<file path="src/htps_pkg.sv">
// Shared types and constants for the humidity and temperature poll sequencer.
// No dependencies; imported by the core, the top level and the checker.
`timescale 1ns / 1ps

package htps_pkg;

	// Packed widths of the stream payloads
	localparam int unsigned InDataW  = 56;
	localparam int unsigned OutDataW = 40;
	localparam int unsigned OutUserW = 4;

	// Sensor trigger command bytes
	localparam logic [7:0] CMD_NONE      = 8'h00;
	localparam logic [7:0] CMD_TRIG_TEMP = 8'hE3;
	localparam logic [7:0] CMD_TRIG_HUMI = 8'hE5;

	// Reset values of the delay registers, in milliseconds
	localparam logic [7:0] IDLE_DELAY_RST    = 8'd90;
	localparam logic [7:0] MEASURE_DELAY_RST = 8'd16;

	// Conversion constants: value = (scale * raw) >> 16 - offset
	localparam logic [14:0] TEMP_SCALE  = 15'd17572;
	localparam logic [15:0] TEMP_OFFSET = 16'd4685;
	localparam logic [13:0] HUMI_SCALE  = 14'd12500;
	localparam logic [15:0] HUMI_OFFSET = 16'd600;

	// Configuration register indexes
	localparam logic REG_IDLE_DELAY    = 1'b0;
	localparam logic REG_MEASURE_DELAY = 1'b1;

	// Result action codes
	typedef enum logic [2:0] {
		ACT_TOO_EARLY = 3'd0,
		ACT_TEMP_TRIG = 3'd1,
		ACT_HUMI_TRIG = 3'd2,
		ACT_FAIL      = 3'd3,
		ACT_PAIR      = 3'd4
	} action_t;

	// Polling phase, one-hot
	typedef enum logic [2:0] {
		PH_IDLE = 3'b001,
		PH_TEMP = 3'b010,
		PH_HUMI = 3'b100
	} phase_t;

	// One poll call
	typedef struct packed {
		logic [15:0] read_word;
		logic        read_ok;
		logic        command_ok;
		logic [31:0] now_ms;
	} poll_item_t;

	// One result
	typedef struct packed {
		logic               pair_valid;
		logic signed [14:0] humidity_centi;
		logic signed [14:0] temperature_centi;
		logic [7:0]         command_code;
		action_t            action;
	} poll_result_t;

endpackage

</file>
<file path="src/humidity_temperature_poll_sequencer.sv">
// Top level of the humidity and temperature poll sequencer: stream ports,
// input and output registers. Depends on htps_pkg and htps_core.
`timescale 1ns / 1ps

// Each input transfer is one poll call and yields exactly one result transfer.
// A call passes an input register, is evaluated against the sequencer state
// combinationally and lands in an output register; one call can be taken
// every cycle while m_tready does not stall the output register. The phase,
// time and delay registers in the core are updated in the cycle that evaluates
// a call, which is what lets the following call use them straight away. The
// user must write the delay registers through the cfg port only while no call
// is in flight; the block itself does not enforce it. A new value is loaded
// when the next due call sets the delay.
module humidity_temperature_poll_sequencer (
	input  logic                          clk,
	input  logic                          arst_n,
	// Configuration write port
	input  logic                          cfg_wr_en,
	input  logic                          cfg_index,
	input  logic [7:0]                    cfg_wdata,
	// Poll call stream
	input  logic                          s_tvalid,
	output logic                          s_tready,
	// now_ms[31:0], command_ok[32], read_ok[33], read_word[49:34], zero[55:50]
	input  logic [htps_pkg::InDataW-1:0]  s_tdata,
	// Result stream
	output logic                          m_tvalid,
	input  logic                          m_tready,
	// command_code[7:0], temperature_centi[22:8], humidity_centi[37:23],
	// zero[39:38]
	output logic [htps_pkg::OutDataW-1:0] m_tdata,
	// action[2:0], pair_valid[3]
	output logic [htps_pkg::OutUserW-1:0] m_tuser
);
	import htps_pkg::*;

	logic         valid_s1;
	poll_item_t   item_s1;
	logic         advance;
	poll_result_t result;
	poll_result_t result_q;

	// The input stage moves on whenever the output register is free or drained
	assign advance  = valid_s1 && (!m_tvalid || m_tready);
	assign s_tready = !valid_s1 || advance;

	// Input register
	always_ff @(posedge clk or negedge arst_n) begin
		if (!arst_n) begin
			valid_s1 <= 1'b0;
		end else if (s_tready) begin
			valid_s1 <= s_tvalid;
		end
	end

	always_ff @(posedge clk) begin
		if (s_tvalid && s_tready) begin
			item_s1 <= s_tdata[$bits(poll_item_t)-1:0];
		end
	end

	htps_core u_core (
		.clk       (clk),
		.arst_n    (arst_n),
		.cfg_wr_en (cfg_wr_en),
		.cfg_index (cfg_index),
		.cfg_wdata (cfg_wdata),
		.advance   (advance),
		.item      (item_s1),
		.result    (result)
	);

	// Output register
	always_ff @(posedge clk or negedge arst_n) begin
		if (!arst_n) begin
			m_tvalid <= 1'b0;
		end else if (advance) begin
			m_tvalid <= 1'b1;
		end else if (m_tready) begin
			m_tvalid <= 1'b0;
		end
	end

	always_ff @(posedge clk) begin
		if (advance) begin
			result_q <= result;
		end
	end

	assign m_tdata = {2'b00, result_q.humidity_centi, result_q.temperature_centi,
		result_q.command_code};
	assign m_tuser = {result_q.pair_valid, result_q.action};

endmodule

</file>
<file path="src/htps_core.sv">
// Sequencer state, delay registers and the single-pass step logic.
// Depends on htps_pkg.
`timescale 1ns / 1ps

module htps_core (
	input  logic                  clk,
	input  logic                  arst_n,
	input  logic                  cfg_wr_en,
	input  logic                  cfg_index,
	input  logic [7:0]            cfg_wdata,
	input  logic                  advance,
	input  htps_pkg::poll_item_t  item,
	output htps_pkg::poll_result_t result
);
	import htps_pkg::*;

	logic [7:0]         idle_delay_q;
	logic [7:0]         measure_delay_q;
	phase_t             phase_q;
	phase_t             phase_d;
	logic [31:0]        last_time_q;
	logic [7:0]         delay_q;
	logic [7:0]         delay_d;
	logic signed [14:0] temp_q;
	logic signed [14:0] temp_d;
	logic signed [14:0] humi_q;
	logic signed [14:0] humi_d;
	logic [31:0]        elapsed;
	logic               due;
	logic [30:0]        temp_prod;
	logic [29:0]        humi_prod;
	logic [15:0]        temp_conv;
	logic [15:0]        humi_conv;
	action_t            action;
	logic [7:0]         code;

	// Configuration writes
	always_ff @(posedge clk or negedge arst_n) begin
		if (!arst_n) begin
			idle_delay_q    <= IDLE_DELAY_RST;
			measure_delay_q <= MEASURE_DELAY_RST;
		end else if (cfg_wr_en) begin
			if (cfg_index == REG_IDLE_DELAY) begin
				idle_delay_q <= cfg_wdata;
			end else begin
				measure_delay_q <= cfg_wdata;
			end
		end
	end

	// Raw samples scaled by constant multipliers and offset
	assign temp_prod = 31'(TEMP_SCALE) * 31'(item.read_word);
	assign humi_prod = 30'(HUMI_SCALE) * 30'(item.read_word);
	assign temp_conv = {1'b0, temp_prod[30:16]} - TEMP_OFFSET;
	assign humi_conv = {2'b00, humi_prod[29:16]} - HUMI_OFFSET;

	// The call acts only once the wrapped elapsed time exceeds the delay
	assign elapsed = item.now_ms - last_time_q;
	assign due     = elapsed > {24'd0, delay_q};

	// Phase step
	always_comb begin
		phase_d = phase_q;
		delay_d = delay_q;
		temp_d  = temp_q;
		humi_d  = humi_q;
		action  = ACT_TOO_EARLY;
		code    = CMD_NONE;
		if (due) begin
			case (phase_q)
				PH_IDLE: begin
					code = CMD_TRIG_TEMP;
					if (item.command_ok) begin
						phase_d = PH_TEMP;
						delay_d = measure_delay_q;
						action  = ACT_TEMP_TRIG;
					end else begin
						delay_d = idle_delay_q;
						action  = ACT_FAIL;
					end
				end
				PH_TEMP: begin
					if (item.read_ok) begin
						code = CMD_TRIG_HUMI;
					end
					if (item.read_ok && item.command_ok) begin
						phase_d = PH_HUMI;
						temp_d  = temp_conv[14:0];
						delay_d = measure_delay_q;
						action  = ACT_HUMI_TRIG;
					end else begin
						phase_d = PH_IDLE;
						delay_d = idle_delay_q;
						action  = ACT_FAIL;
					end
				end
				PH_HUMI: begin
					if (item.read_ok) begin
						humi_d = humi_conv[14:0];
						action = ACT_PAIR;
					end else begin
						action = ACT_FAIL;
					end
					phase_d = PH_IDLE;
					delay_d = idle_delay_q;
				end
				default: begin
					phase_d = PH_IDLE;
					delay_d = idle_delay_q;
					action  = ACT_FAIL;
				end
			endcase
		end
	end

	// Sequencer state, updated once per item leaving the input stage
	always_ff @(posedge clk or negedge arst_n) begin
		if (!arst_n) begin
			phase_q     <= PH_IDLE;
			last_time_q <= 32'd0;
			delay_q     <= IDLE_DELAY_RST;
			temp_q      <= 15'sd0;
			humi_q      <= 15'sd0;
		end else if (advance) begin
			phase_q <= phase_d;
			delay_q <= delay_d;
			temp_q  <= temp_d;
			humi_q  <= humi_d;
			if (due) begin
				last_time_q <= item.now_ms;
			end
		end
	end

	// Result shows the held values after this call
	always_comb begin
		result.action            = action;
		result.command_code      = code;
		result.temperature_centi = temp_d;
		result.humidity_centi    = humi_d;
		result.pair_valid        = (action == ACT_PAIR);
	end

endmodule

</file>
<file path="config.mk">
export PLATFORM = sky130hd
export DESIGN_NAME = humidity_temperature_poll_sequencer
export DESIGN_NICKNAME = d
export VERILOG_FILES = /design/src/htps_pkg.sv /design/src/humidity_temperature_poll_sequencer.sv /design/src/htps_core.sv
export SDC_FILE = /design/constraint.sdc
export NUM_CORES = 1
export LEC_CHECK = 0
export BUFFER_PORTS_ARGS = -buffer_cell sky130_fd_sc_hd__buf_4
export CORE_MARGIN = 5
export CORE_UTILIZATION = 65
export CTS_CLUSTER_DIAMETER = 80
export DETAILED_ROUTE_END_ITERATION = 8
export PLACE_DENSITY_LB_ADDON = 0.3
export REMOVE_ABC_BUFFERS = 1
export SLEW_MARGIN = 20
export SYNTH_ARGS = -nofsm -noshare
export SYNTH_HDL_FRONTEND = slang
export SYNTH_SLANG_ARGS = --single-unit
</file>
<file path="constraint.sdc">
create_clock -name clk -period 11.8 [get_ports clk]
set_input_delay 0 -clock clk [delete_from_list [all_inputs] [get_ports clk]]
set_output_delay 0 -clock clk [all_outputs]
set_load 0.03 [all_outputs]
</file>
# ---- After elaboration in Yosys (flattened, before gate mapping)
# Index checks and enable logic that the tools add are counted.
dict set report totals {
  register_bits 183
  output_inout_bits 46
  wordCells 63
}
dict set report classes {
  add_sub_neg 3
  mul 2
  n_lt_le_gt_ge 1
  eq_ne 5
  n_mux 21
  bitwise_logic 1
  reduce_logical 12
}
# operator count
set op_table {}
lappend op_table {{$mux W15} 6}
lappend op_table {{$gt A32 B8 Y1} 1}
lappend op_table {{$pmux W8 S2} 2}
lappend op_table {{$sub A32 B32 Y32} 1}
lappend op_table {{$mul A13 B16 Y29 const A} 1}
lappend op_table {{$mul A12 B16 Y28 const A} 1}
lappend op_table {{$mux W8} 3}
lappend op_table {{$sub A14 B10 Y15 const B} 1}
lappend op_table {{$sub A15 B13 Y15 const B} 1}
lappend op_table {{$mux W3} 4}
lappend op_table {{$pmux W3 S3} 1}
lappend op_table {{$eq A3 B3 Y1 const B} 2}
lappend op_table {{$pmux W3 S2} 1}
lappend op_table {{$reduce_and A2 Y1} 3}
lappend op_table {{$eq A3 B1 Y1 const B} 1}
lappend op_table {{$eq A3 B2 Y1 const B} 1}
lappend op_table {{$logic_and A1 B1 Y1} 3}
lappend op_table {{$mux W1} 3}
lappend op_table {{$reduce_and A3 Y1} 1}
lappend op_table {{$logic_not A1 Y1} 2}
lappend op_table {{$logic_or A1 B1 Y1} 2}
lappend op_table {{$mux W2} 1}
lappend op_table {{$ne A2 B2 Y1 const B} 1}
lappend op_table {{$reduce_bool A2 Y1} 1}
lappend op_table {{$not A1 Y1} 1}

# ---- Logic depth before layout (Yosys ltp)
dict set report depth {
  ltp_word 5
  depth_mapped 22
  mapped_depth_nobuf 21
}

# ---- By module
# A second synthesis with hierarchy kept.
dict set report unflattened {
  cells_unflattened 1503
  hier_area_um2 15886.5
}
# mod instances cells_per_inst area_per_inst_um2 seq_area_each_um2
set modules_own_cells {}
lappend modules_own_cells {htps_core 1 1400 13001.2 2239.6}
lappend modules_own_cells {humidity_temperature_poll_sequencer 1 103 2885.3 2812.7}

# ---- Least setup slack after synthesis
# Ideal clock, no wire load.
dict set report synth_path {
  path_type {flip-flop to flip-flop}
  from {reg item_s1[37] in the netlist's numbering}
  to {reg result_q (netlist bit m_tdata[35]) (data pin)}
  setup_time_ns 0.262
  arrival_time_ns 5.476
  path_slack_ns 6.062
  path_stages_with_launch 22
  n_path_buf 1
  cell_sequence {edfxtp_1 ha_1 ha_1 xor2_1 ha_1 a31o_2 fa_1 inv_1 fa_1 inv_1 ha_1 clkbuf_1 nand3_1 or3_1 a221o_1 mux2i_1 a22oi_1 o211a_1 o211a_1 o221a_2 xnor2_1 mux2_1}
}
# element line_no
set synth_lines {}
lappend synth_lines {{from (decl)} humidity_temperature_poll_sequencer.sv:38} ;# poll_item_t item_s1;
lappend synth_lines {{from (signal assigned)} humidity_temperature_poll_sequencer.sv:58} ;# item_s1 <= s_tdata[$bits(poll_item_t)-1:0];
lappend synth_lines {{to (signal assigned)} humidity_temperature_poll_sequencer.sv:86} ;# result_q <= result;
lappend synth_lines {{to (decl)} humidity_temperature_poll_sequencer.sv:41} ;# poll_result_t result_q;

==> insert_results.sql <==
INSERT INTO impl_metrics (metric_group, metric, value, unit) VALUES
('setup_path', 'critPathKind', 'reg -> reg', ''),
('detailed_routing', 'detail_route.first_pass.iterations', '5', ''),
('timing', 'share_of_the_cycle_needed_by_the_critical_path_after_routing', '0.552', ''),
('global_routing', 'grt.total_usage', '0.268', ''),
('setup_path', 'worst-endpoint-required', '11.99', 'ns'),
('cts', 'cts_buffers', '17', ''),
('floorplanning', 'row_count', '56', ''),
('timing', 'grt_setup_unrepaired', 'false', ''),
('cts', 'post_cts_setup_buffer_count', '0', ''),
('place', 'io_buffer_count', '105', ''),
('global_routing', 'antenna_found_initial', '0', ''),
('timing', 'timing.final.max_slew_violations', '0', ''),
('place', 'detailedPlace.worstSlack', '5.39', 'ns'),
('synthesis', 'yosys.area_share.xor_xnor', '0.0319', ''),
('synthesis', 'synth_top_family_by_area', 'adder cells', ''),
('timing', 'post-route-worst-setup-slack', '5.29', 'ns'),
('setup_path', 'path_delay_family', 'adder cells', ''),
('setup_path', 'worst-path-buf-inv', '4', ''),
('synthesis', 'netlist_instances', '1525', ''),
('power', 'p_int', '0.00215', 'W'),
('setup_path', 'timing.critical_path.cells', 'ha_1 > ha_1 > inv_1 > fa_1 > inv_1 > fa_1 > inv_1 > fa_1 > inv_1 > ha_1 > nand4_1 > nor4_1 > o21ai_0 > a21oi_1 > nand2_1 > o311a_1 > o221a_2 > xnor2_1 > mux2_1', ''),
('timing', 'timing.final.setup_violations', '0', ''),
('setup_path', 'timing.critical_path.from_type', 'flip-flop', ''),
('synthesis', 'yosys.area_share.simple', '0.106', ''),
('timing', 'timing.slew.headroom', '0.355', ''),
('synthesis', 'ys_seq_area_frac', '0.313', ''),
('place', 'placer_congestion', '0.902', ''),
('global_routing', 'grt_max_degree', '70', ''),
('worst_hold_path', 'worst_hold_path_type', 'in -> async', ''),
('synthesis', 'netlist_cell_types', '78', ''),
('synthesis', 'synth_adder_area_share', '0.271', ''),
('global_routing', 'grt.overflow.total', '0', ''),
('place', 'place_hpwl', '26100', 'um'),
('job', 'drv.max_cap_violation_count', '0', ''),
('floorplanning', 'pin_count', '116', ''),
('setup_path', 'slowest_stage', 'sky130_fd_sc_hd__edfxtp_1', ''),
('layout', 'insertedDiodeCount', '0', ''),
('setup_path', 'largest_fanout_on_the_critical_path', '9', ''),
('setup_path', 'crit_cells', '19', ''),
('synthesis', 'ys_seq_elements', '178', ''),
('place', 'placed_cells', '1910', ''),
('power', 'irDropWorstVdd', '0.000189', 'V'),
('setup_path', 'crit_arrival', '6.70', 'ns'),
('synthesis', 'synthTopCellsByArea', 'sky130_fd_sc_hd__ha_1 19%, sky130_fd_sc_hd__edfxtp_1 17%, sky130_fd_sc_hd__dfrtp_1 13%', ''),
('cts', 'clk-insertion-delay-late', '0.44', 'ns'),
('detailed_routing', 'detail_route.wl_per_cell', '17.9', 'um'),
('synthesis', 'synth.top_cell.area_share', '0.186', ''),
('timing', 'achievable-frequency', '154', 'MHz'),
('cts', 'cts_tree', 'yes', ''),
('floorplanning', 'die_area', '27300', 'um^2'),
('layout', 'finish.cell_count_without_fillers', '2006', ''),
('timing', 'shortest_period_the_worst_path_allows', '6.51', 'ns'),
('timing', 'totalNegativeSetupSlack', '0', 'ns'),
('synthesis', 'avgSynthCellArea', '10.3', 'um^2'),
('floorplanning', 'floorplan.die.width', '165', 'um'),
('layout', 'layout-drive-gt1-share', '0.152', ''),
('floorplanning', 'chipHeight', '165', 'um'),
('detailed_routing', 'route.antenna.remaining_nets', '0', ''),
('global_routing', 'grt_first_pass_wirelength', '58700', 'um'),
('layout', 'area.growth.synth_to_final', '14.7', '%'),
('power', 'power_frac_seq', '0.206', ''),
('power', 'pwr-share-comb', '0.647', ''),
('cts', 'clock_sink_count', '178', ''),
('power', 'clock_power_share', '0.146', ''),
('run_status', 'result_of_the_run', 'finished clean', ''),
('power', 'pwr_density_cell', '226', 'nW/um^2'),
('detailed_routing', 'drt_wl_total', '35800', 'um'),
('setup_path', 'cp_common_cell', 'sky130_fd_sc_hd__inv_1', ''),
('setup_path', 'slowest_delay', '0.63', 'ns'),
('cts', 'clk_pin_slew', '0.08', 'ns'),
('detailed_routing', 'drt-vias-per-instance', '6.00', '');
registers in the layout, summed over array words and instances, names as in the netlist, 3 cells and up:
signal / cells
item_s1: 50
m_tdata: 33
u_core.last_time_q: 32
u_core.humi_q: 15
u_core.temp_q: 15
u_core.delay_q: 8
u_core.idle_delay_q: 8
u_core.measure_delay_q: 8
m_tuser: 4
u_core.phase_q: 3
layer usage:
metal	track usage	vias up	share of wire
li1	-	5752	-
met1	0.334	5849	0.42
met2	0.484	368	0.51
met3	0.0355	63	0.048
met4	0.0802	0	0.022
met5	0	-	0
per-stage QoR:
stage / hold slack, ns / cell area, um^2 / utilization
2_1_floorplan: -0.296 / 15400 / -
5_1_grt: 0.0690 / 17900 / 0.760
3_5_place_dp: -0.0800 / 16700 / 0.707
6_report: 0.0535 / 17900 / 0.760
3_3_place_gp: -0.0840 / 16700 / 0.707
4_1_cts: 0.0403 / 17900 / 0.760
synthesized netlist by cell type, types with 6 or more instances:
library cell and instances:
sky130_fd_sc_hd__nand2_1 78, sky130_fd_sc_hd__xor2_1 24, sky130_fd_sc_hd__o21ai_0 62, sky130_fd_sc_hd__a211oi_1 13
sky130_fd_sc_hd__or3_1 11, sky130_fd_sc_hd__buf_4 10, sky130_fd_sc_hd__mux2_1 31, sky130_fd_sc_hd__nor3_1 22
sky130_fd_sc_hd__a21o_1 18, sky130_fd_sc_hd__nand2b_1 19, sky130_fd_sc_hd__dfstp_2 10, sky130_fd_sc_hd__and3_1 9
sky130_fd_sc_hd__xnor2_1 33, sky130_fd_sc_hd__ha_1 233, sky130_fd_sc_hd__a21boi_0 7, sky130_fd_sc_hd__inv_1 207
sky130_fd_sc_hd__nand3b_1 9, sky130_fd_sc_hd__a31oi_1 11, sky130_fd_sc_hd__mux2_2 75, sky130_fd_sc_hd__o2111ai_1 6
sky130_fd_sc_hd__edfxtp_1 87, sky130_fd_sc_hd__a21oi_1 89, sky130_fd_sc_hd__dfrtp_1 81, sky130_fd_sc_hd__nand3_1 18
sky130_fd_sc_hd__o211ai_1 15, sky130_fd_sc_hd__or2_2 9, sky130_fd_sc_hd__o21a_1 7, sky130_fd_sc_hd__nand4_1 16
sky130_fd_sc_hd__and4_1 10, sky130_fd_sc_hd__clkbuf_1 30, sky130_fd_sc_hd__nor4_1 11, sky130_fd_sc_hd__mux2i_1 19
sky130_fd_sc_hd__and2_1 9, sky130_fd_sc_hd__o21bai_1 7, sky130_fd_sc_hd__nor2b_1 11, sky130_fd_sc_hd__fa_1 66
sky130_fd_sc_hd__a31o_2 8, sky130_fd_sc_hd__nor2_1 58
cell usage in the layout, fill, tap and decap left out, types with 10 or more instances in the layout:
cell,n
sky130_fd_sc_hd__ha_1,233
sky130_fd_sc_hd__inv_1,207
sky130_fd_sc_hd__buf_4,110
sky130_fd_sc_hd__a21oi_1,89
sky130_fd_sc_hd__edfxtp_1,87
sky130_fd_sc_hd__dfrtp_1,81
sky130_fd_sc_hd__nand2_1,78
sky130_fd_sc_hd__mux2_2,75
sky130_fd_sc_hd__fa_1,66
sky130_fd_sc_hd__o21ai_0,62
sky130_fd_sc_hd__dlygate4sd3_1,62
sky130_fd_sc_hd__nor2_1,57
sky130_fd_sc_hd__xnor2_1,33
sky130_fd_sc_hd__mux2_1,31
sky130_fd_sc_hd__xor2_1,24
sky130_fd_sc_hd__nor3_1,22
sky130_fd_sc_hd__mux2i_1,19
sky130_fd_sc_hd__nand2b_1,19
sky130_fd_sc_hd__a21o_1,18
sky130_fd_sc_hd__nand3_1,18
sky130_fd_sc_hd__clkbuf_16,17
sky130_fd_sc_hd__nand4_1,16
sky130_fd_sc_hd__o211ai_1,15
sky130_fd_sc_hd__a211oi_1,13
sky130_fd_sc_hd__nor2b_1,11
sky130_fd_sc_hd__or3_1,11
sky130_fd_sc_hd__nor4_1,11
sky130_fd_sc_hd__a31oi_1,11
sky130_fd_sc_hd__and4_1,10
sky130_fd_sc_hd__dfstp_2,10
power by group through the flow:
stage          logic, W  clock network [W]  registers (W)
2_1_floorplan   0.00194                  0       0.000877
3_3_place_gp    0.00248                  0       0.000841
3_5_place_dp    0.00256                  0       0.000847
4_1_cts         0.00261           0.000601       0.000835
5_1_grt         0.00294           0.000628       0.000849
6_report        0.00263           0.000594       0.000837
logic make-up (layout without fill, tap and decap cells):
group / count (synthesis) / count (layout)
multiplexers: 125 / 125
XOR/XNOR: 57 / 57
flip-flops: 178 / 178
other: 1 / 4
adder cells (fa/ha/maj): 300 / 300
AND/OR/NAND/NOR: 310 / 310
AO/OA/AOI/OAI: 300 / 300
buffers and inverters: 254 / 413
path summary, 6_finish.rpt:
kind	from	end	slack (ns)
worst max register to register	item_s1[47]$_DFFE_PP_	m_tdata[35]$_DFFE_PP_	5.29
worst max-delay path	item_s1[47]$_DFFE_PP_	m_tdata[35]$_DFFE_PP_	5.29
max in group asynchronous	arst_n	m_tvalid$_DFFE_PN0P_	10.82
worst min register to register	u_core.humi_q[14]$_DFFE_PN0P_	u_core.humi_q[14]$_DFFE_PN0P_	0.49
worst min-delay path	arst_n	u_core.idle_delay_q[6]$_DFFE_PN1P_	0.05
min in group clk	cfg_index	u_core.idle_delay_q[0]$_DFFE_PN0P_	0.10
final cells by class:
| class | count | area, um^2 |
|---|---|---|
| Multi-Input combinational cell | 1096 | 9780 |
| Fill cell | 1630 | 5660 |
| Sequential cell | 178 | 4900 |
| Timing Repair Buffer | 174 | 1470 |
| Inverter | 207 | 777 |
| Clock buffer | 17 | 425 |
| Tap cell | 319 | 399 |
| Clock inverter | 15 | 196 |
timing repair:
action | in CTS | in global routing
hold buffers | 63 | 0
resized for setup | 0 | 0
hold endpoints to repair | 93 | 0
No activity file was read; power rests on OpenSTA's default activity.
